--- config.mk ---
export PLATFORM = sky130hd
export DESIGN_NAME = button_debounce_long_press_repeat
export DESIGN_NICKNAME = d
export VERILOG_FILES = /design/src/design/bdlp_pkg.sv /design/src/design/button_debounce_long_press_repeat.sv /design/src/design/bdlp_cfg.sv /design/src/design/bdlp_core.sv
export SDC_FILE = /design/constraint.sdc
export NUM_CORES = 1
export LEC_CHECK = 0
export BUFFER_PORTS_ARGS = -buffer_cell sky130_fd_sc_hd__buf_2
export CORE_ASPECT_RATIO = 0.8
export CORE_MARGIN = 10
export CORE_UTILIZATION = 23
export DETAILED_ROUTE_END_ITERATION = 8
export PLACE_DENSITY = 0.44
export SYNTH_ARGS = -nofsm -noshare
export SYNTH_HDL_FRONTEND = slang
export SYNTH_SLANG_ARGS = --single-unit
--- constraint.sdc ---
create_clock -name clk -period 4.7 [get_ports clk]
set_clock_uncertainty 0.05 [all_clocks]
set_input_delay 0.94 -clock clk [delete_from_list [all_inputs] [get_ports clk]]
set_output_delay 0.94 -clock clk [all_outputs]
set_load 0.05 [all_outputs]
--- src/design/bdlp_pkg.sv ---
`default_nettype none
// ----------------------------------------------------------------------------
// bdlp_pkg: shared definitions for the pushbutton qualifier
// Mode codes, register indexes, reset values and the configuration and
// result structures used by the qualifier modules.
// ----------------------------------------------------------------------------
package bdlp_pkg;

    localparam int CountWidthDefault = 8;

    localparam int CfgIndexWidth = 3;
    localparam int CfgDataWidth  = 8;

    // Press mode codes.
    localparam logic [1:0] MODE_OFF    = 2'd0;
    localparam logic [1:0] MODE_NORMAL = 2'd1;
    localparam logic [1:0] MODE_ACCEL  = 2'd2;
    localparam logic [1:0] MODE_ALT    = 2'd3;

    // Configuration register indexes.
    localparam logic [CfgIndexWidth-1:0] REG_PRESS_MODE    = 3'd0;
    localparam logic [CfgIndexWidth-1:0] REG_DEBOUNCE      = 3'd1;
    localparam logic [CfgIndexWidth-1:0] REG_RELEASE_CHECK = 3'd2;
    localparam logic [CfgIndexWidth-1:0] REG_LONG_PRESS    = 3'd3;
    localparam logic [CfgIndexWidth-1:0] REG_REPEAT        = 3'd4;

    // Register values after reset.
    localparam logic [7:0] DEBOUNCE_RESET      = 8'd2;
    localparam logic [7:0] RELEASE_CHECK_RESET = 8'd2;
    localparam logic [7:0] LONG_PRESS_RESET    = 8'd50;
    localparam logic [7:0] REPEAT_RESET        = 8'd25;

    typedef struct packed {
        logic [1:0] press_mode;
        logic [7:0] debounce_ticks;
        logic [7:0] release_check_ticks;
        logic [7:0] long_press_checks;
        logic [7:0] repeat_ticks;
    } cfg_t;

    typedef struct packed {
        logic fire_normal;
        logic fire_alt;
        logic busy;
    } result_t;

endpackage
`default_nettype wire

--- src/design/button_debounce_long_press_repeat.sv ---
`default_nettype none
// ----------------------------------------------------------------------------
// button_debounce_long_press_repeat: pushbutton qualifier with long press
// and auto-repeat
// One sampled button level per beat in, one result beat out per input beat.
// ----------------------------------------------------------------------------
// Each input beat is one timer tick carrying the sampled level of a single
// pushbutton, and each one produces exactly one result beat holding the
// normal pulse, the alternate pulse and a busy flag. The block sustains one
// beat per clock cycle while the output is not stalled: a beat lands in an
// input register, passes through one step of the qualifier state machine,
// and its result lands in a result register, which offers it. The
// single-step update of the phase and the two countdown counters between
// those registers sets that rate. Input is taken while a finished result
// waits, as long as the input register can move on or is empty.
// Configuration writes take effect at once and should be made only while no
// beat is in flight.
// ----------------------------------------------------------------------------
module button_debounce_long_press_repeat
    import bdlp_pkg::*;
#(
    parameter int COUNT_WIDTH = CountWidthDefault
)
(
    input  wire logic                     clk,
    input  wire logic                     rst_n,

    // Configuration write port.
    input  wire logic                     cfg_write,
    input  wire logic [CfgIndexWidth-1:0] cfg_index,
    input  wire logic [CfgDataWidth-1:0]  cfg_data,

    // Input channel.
    input  wire logic                     in_valid,
    output logic                          in_stall,
    input  wire logic                     button_pressed,

    // Result channel.
    output logic                          out_valid,
    input  wire logic                     out_stall,
    output logic                          fire_normal,
    output logic                          fire_alt,
    output logic                          busy_res
);

    cfg_t    cfg;
    result_t step_result;

    logic stage_valid_reg;
    logic button_reg;
    logic out_valid_reg;
    logic fire_normal_reg;
    logic fire_alt_reg;
    logic busy_reg;
    logic out_free;
    logic advance;
    logic in_take;

    bdlp_cfg u_cfg (
        .clk       (clk),
        .rst_n     (rst_n),
        .cfg_write (cfg_write),
        .cfg_index (cfg_index),
        .cfg_data  (cfg_data),
        .cfg       (cfg)
    );

    // The state machine steps exactly when a beat moves from the input
    // register into the result register, which keeps the state in beat order.
    bdlp_core #(
        .COUNT_WIDTH (COUNT_WIDTH)
    ) u_core (
        .clk     (clk),
        .rst_n   (rst_n),
        .step    (advance),
        .pressed (button_reg),
        .cfg     (cfg),
        .result  (step_result)
    );

    assign out_free = !out_valid_reg || !out_stall;
    assign advance  = stage_valid_reg && out_free;
    assign in_stall = stage_valid_reg && !out_free;
    assign in_take  = in_valid && !in_stall;

    always_ff @(posedge clk or negedge rst_n)
    begin
        if (!rst_n)
        begin
            stage_valid_reg <= 1'b0;
            out_valid_reg   <= 1'b0;
        end
        else
        begin
            if (in_take)
            begin
                stage_valid_reg <= 1'b1;
            end
            else if (advance)
            begin
                stage_valid_reg <= 1'b0;
            end

            if (advance)
            begin
                out_valid_reg <= 1'b1;
            end
            else if (!out_stall)
            begin
                out_valid_reg <= 1'b0;
            end
        end
    end

    // Payload registers carry no reset.
    always_ff @(posedge clk)
    begin
        if (in_take)
        begin
            button_reg <= button_pressed;
        end
        if (advance)
        begin
            fire_normal_reg <= step_result.fire_normal;
            fire_alt_reg    <= step_result.fire_alt;
            busy_reg        <= step_result.busy;
        end
    end

    assign out_valid   = out_valid_reg;
    assign fire_normal = fire_normal_reg;
    assign fire_alt    = fire_alt_reg;
    assign busy_res    = busy_reg;

endmodule
`default_nettype wire

--- src/design/bdlp_cfg.sv ---
`default_nettype none
// ----------------------------------------------------------------------------
// bdlp_cfg: configuration register file
// Holds the five qualifier settings and decodes plain register writes.
// ----------------------------------------------------------------------------
module bdlp_cfg
    import bdlp_pkg::*;
(
    input  wire logic                     clk,
    input  wire logic                     rst_n,
    input  wire logic                     cfg_write,
    input  wire logic [CfgIndexWidth-1:0] cfg_index,
    input  wire logic [CfgDataWidth-1:0]  cfg_data,
    output cfg_t                          cfg
);

    cfg_t cfg_reg;

    always_ff @(posedge clk or negedge rst_n)
    begin
        if (!rst_n)
        begin
            cfg_reg.press_mode          <= MODE_NORMAL;
            cfg_reg.debounce_ticks      <= DEBOUNCE_RESET;
            cfg_reg.release_check_ticks <= RELEASE_CHECK_RESET;
            cfg_reg.long_press_checks   <= LONG_PRESS_RESET;
            cfg_reg.repeat_ticks        <= REPEAT_RESET;
        end
        else if (cfg_write)
        begin
            unique case (cfg_index)
                REG_PRESS_MODE:    cfg_reg.press_mode          <= cfg_data[1:0];
                REG_DEBOUNCE:      cfg_reg.debounce_ticks      <= cfg_data;
                REG_RELEASE_CHECK: cfg_reg.release_check_ticks <= cfg_data;
                REG_LONG_PRESS:    cfg_reg.long_press_checks   <= cfg_data;
                REG_REPEAT:        cfg_reg.repeat_ticks        <= cfg_data;
                default:           ; // Writes beyond the register list are dropped.
            endcase
        end
    end

    assign cfg = cfg_reg;

endmodule
`default_nettype wire

--- src/design/bdlp_core.sv ---
`default_nettype none
// ----------------------------------------------------------------------------
// bdlp_core: press qualifier state machine
// Holds phase and the two countdown counters and computes the per-tick
// update and its pulses from one sampled button level.
// ----------------------------------------------------------------------------
module bdlp_core
    import bdlp_pkg::*;
#(
    parameter int COUNT_WIDTH = CountWidthDefault
)
(
    input  wire logic clk,
    input  wire logic rst_n,
    input  wire logic step,
    input  wire logic pressed,
    input  wire cfg_t cfg,
    output result_t   result
);

    localparam logic [2:0] PH_IDLE      = 3'd0;
    localparam logic [2:0] PH_DEBOUNCE  = 3'd1;
    localparam logic [2:0] PH_CONFIRMED = 3'd2;
    localparam logic [2:0] PH_EXTENDED  = 3'd3;
    localparam logic [2:0] PH_REPEAT    = 3'd4;

    localparam logic [COUNT_WIDTH-1:0] CountOne  = COUNT_WIDTH'(1);
    localparam logic [COUNT_WIDTH-1:0] CountZero = '0;

    logic [2:0]             phase_reg, phase_next;
    logic [COUNT_WIDTH-1:0] tick_reg, tick_next;
    logic [COUNT_WIDTH-1:0] hold_reg, hold_next;
    logic [COUNT_WIDTH-1:0] tick_dec, hold_dec;
    logic [COUNT_WIDTH-1:0] load_debounce, load_release, load_long, load_repeat;
    logic                   on;
    logic                   fire_normal, fire_alt;

    // Settings are taken modulo the counter width.
    assign load_debounce = COUNT_WIDTH'(cfg.debounce_ticks);
    assign load_release  = COUNT_WIDTH'(cfg.release_check_ticks);
    assign load_long     = COUNT_WIDTH'(cfg.long_press_checks);
    assign load_repeat   = COUNT_WIDTH'(cfg.repeat_ticks);

    assign on       = (cfg.press_mode != MODE_OFF);
    assign tick_dec = tick_reg - CountOne;
    assign hold_dec = hold_reg - CountOne;

    always_comb
    begin
        phase_next  = phase_reg;
        tick_next   = tick_reg;
        hold_next   = hold_reg;
        fire_normal = 1'b0;
        fire_alt    = 1'b0;
        unique case (phase_reg) inside
            PH_DEBOUNCE, PH_CONFIRMED, PH_EXTENDED, PH_REPEAT:
            begin
                tick_next = tick_dec;
                if (tick_dec == CountZero)
                begin
                    if (phase_reg == PH_DEBOUNCE)
                    begin
                        if (!pressed)
                        begin
                            phase_next = PH_IDLE;
                        end
                        else
                        begin
                            phase_next = PH_CONFIRMED;
                            hold_next  = load_long;
                            tick_next  = load_release;
                        end
                    end
                    else if (phase_reg == PH_CONFIRMED)
                    begin
                        if (!pressed)
                        begin
                            fire_normal = on;
                            phase_next  = PH_IDLE;
                        end
                        else
                        begin
                            hold_next = hold_dec;
                            tick_next = load_release;
                            if (hold_dec == CountZero)
                            begin
                                if (cfg.press_mode == MODE_ACCEL)
                                begin
                                    phase_next  = PH_REPEAT;
                                    fire_normal = 1'b1;
                                    tick_next   = load_repeat;
                                end
                                else
                                begin
                                    phase_next = PH_EXTENDED;
                                end
                            end
                        end
                    end
                    else if (phase_reg == PH_EXTENDED)
                    begin
                        if (!pressed)
                        begin
                            fire_normal = (cfg.press_mode == MODE_NORMAL);
                            fire_alt    = (cfg.press_mode == MODE_ALT);
                            phase_next  = PH_IDLE;
                        end
                        else
                        begin
                            tick_next = load_release;
                        end
                    end
                    else
                    begin
                        if (!pressed)
                        begin
                            phase_next = PH_IDLE;
                        end
                        else
                        begin
                            fire_normal = on;
                            tick_next   = load_repeat;
                        end
                    end
                end
            end
            default:
            begin
                // Idle, and the unused codes, which behave as idle.
                phase_next = PH_IDLE;
                if (pressed && on)
                begin
                    phase_next = PH_DEBOUNCE;
                    tick_next  = load_debounce;
                end
            end
        endcase
    end

    always_ff @(posedge clk or negedge rst_n)
    begin
        if (!rst_n)
        begin
            phase_reg <= PH_IDLE;
            tick_reg  <= '0;
            hold_reg  <= '0;
        end
        else if (step)
        begin
            phase_reg <= phase_next;
            tick_reg  <= tick_next;
            hold_reg  <= hold_next;
        end
    end

    assign result.fire_normal = fire_normal;
    assign result.fire_alt    = fire_alt;
    assign result.busy        = (phase_next != PH_IDLE);

endmodule
`default_nettype wire
==> results.cfg <==
[routing]
final_antenna_net_count = 0
drt_iter0_markers = 202
drt-total-wl_um = 9550
wl_per_cell_um = 17.2
routed-via-count = 2767
drc = 0
dr.pass1.iters = 5
avgViaCountPerCell = 4.99

[min_path]
holdCritPathClass = flip-flop to flip-flop

[setup_path]
crit_family = simple AND/OR/NAND/NOR gates
start_kind = flip-flop
crit_buf_inv = 1
crit_chain = inv_1 -> ha_1 -> xor2_1 -> or4_4 -> or4_1 -> or2_1 -> or3_1 -> o211ai_2
slowest_delay_ns = 0.62
end_kind = flip-flop
cp_max_fo = 12
path_class = flip-flop to flip-flop
slowest_stage = or4_1
cp.required_ns = 4.90
cp.arrival_ns = 3.31

[layout]
area.growth.synth_to_final_pct = 19.0
utilization = 0.280
largest_reg_flops = 34
num_antenna_cells = 0
nets = 387
drive_gt1_frac = 0.253

[placement]
port_buffers = 21
dp.final_hpwl_um = 6800
gp_congestion = 0.811

[cts]
tritoncts = built
insertion_delay_ns = 0.33
htree_levels = 3
clockBufferDepth = 2
post_cts_resized = 0
clock_sinks = 59
postCtsSetupBuffers = 0
clk_pin_slew_ns = 0.05
numCtsBuffers = 9
ctsHoldBuffers = 0
ctsRootBufferMaster = clkbuf_16

[logic_synthesis]
synth-seq-area-share = 0.446
ys_warn_count = 0
syn_area_mm2 = 0.00338
ys_top_cells_by_count = dfrtp_1, mux2_2, nand2_1, nor2_1, o21ai_0
yosys-top-cells-area = dfrtp_1, mux2_2, dfstp_2, edfxtp_1, o21ai_0
synth_top_area_cell = dfrtp_1
ys.flop_type = dfrtp_1
synth-edff-count = 4
avgSynthCellArea_um2 = 9.82
yosysTopAreaCellShare = 0.341
synth_cell_type_count = 61
async_flop_share = 0.932
netlist_instances = 344
yosys.cell_count.top_type = dfrtp_1
synth_seq_cells = 59
synthesis.nets = 365

[global_routing]
grt_use_total = 0.0976
grt_antenna_before_repair = 0
grt_pass1_wl_um = 15400
grt_max_degree = 56
grt_pass1_vias = 2759
grt_overflow = 0

[floorplan]
row_count = 39
coreArea_mm2 = 0.0143
start_util = 0.235
die-width_um = 155
die_area_mm2 = 0.0200
num_io_pins = 22
die_h_um = 128

[sta]
drv_slew = 0
maxSlewHeadroom = 0.393
finalCritPeriodShare = 0.662
hold_violations = 0
max_freq_mhz = 322
worst_slew_pin_slew_ns = 0.907
fin_tns_setup_ns = 0
rsz0062_at_grt = false
min_period_ns = 3.11
finalSetupViolCount = 0

[pwr]
p_leak_nw = 1.57
p_total_mw = 1.88
ir_drop_uv = 318
power_per_cell_area_mw_per_mm2 = 468

[job]
drv_cap = 0

[outcome]
status = complete, no violations
-- kinds of logic after synthesis --
kind of cell,share of synthesized area
compound gates,0.177
xor+xnor,0.0182
fa+ha+maj,0.0148
buf+inv,0.0252
flops,0.446
mux,0.129
simple gates,0.189
-- power breakdown --
group | internal (mW) | switching [mW]
registers | 0.628 | 0.113
clock network | 0.478 | 0.234
logic | 0.192 | 0.233
-- per-stage QoR --
step	worst slack, ns	cells	instance area, µm²	hold WS, ns
2_1_floorplan	2.09	344	3380	0.407
3_3_place_gp	1.71	539	3690	0.426
3_5_place_dp	1.61	539	3690	0.442
4_1_cts	1.58	555	4020	0.452
5_1_grt	1.42	555	4020	0.478
6_report	1.59	555	4020	0.455
-- layer usage --
metal | global-route usage | share of wire
met5 | 0 | 0
met4 | 0.0302 | 0.013
met3 | 0.0346 | 0.061
met2 | 0.137 | 0.42
met1 | 0.136 | 0.51
-- path summary, 6_finish.rpt --
check / start / to / slack (ns) / cells past startpoint
max: u_core.tick_reg[0] / u_core.hold_reg[0] / 1.59 / 8
min: stage_valid_reg / out_valid / 0.46 / 1
max reg2reg: u_core.tick_reg[0] / u_core.hold_reg[0] / 1.59 / 8
min reg2reg: stage_valid_reg / out_valid / 0.46 / 1
max in group asynchronous: rst_n / u_core.tick_reg[4] / 3.40 / 2
min in group asynchronous: rst_n / u_cfg.cfg[8] / 0.71 / 2
-- placed cells by master, fill, tap and decap left out, types with 4 or more instances in the layout --
cell       netlist  final
nand2b_1         6      6
or3_1            6      6
nand3_1         10     10
nor3_1          13     13
dfstp_2          9      9
o21ai_0         21     21
xor2_1           4      4
nor2_1          27     27
a31oi_1          5      5
inv_1            6      6
buf_2            2     21
buf_4            0      5
o22ai_1          5      5
dfrtp_1         46     46
mux2_2          36     36
a21oi_1         20     20
edfxtp_1         4      4
nand2_1         27     27
and3_1           4      4
nor2b_1         10     10
clkbuf_16        0      9
ha_1             4      4
-- final cells by class --
type                       instances  area (µm²)
clock buffer                      10         239
timing repair buffer              26         143
fill                            1516       10300
tap                              184         230
clock inverter                     6        88.8
inverter                           7        26.3
sequential                        59        1510
multi-input combinational        263        1780
No activity file was read; power rests on OpenSTA's default activity.
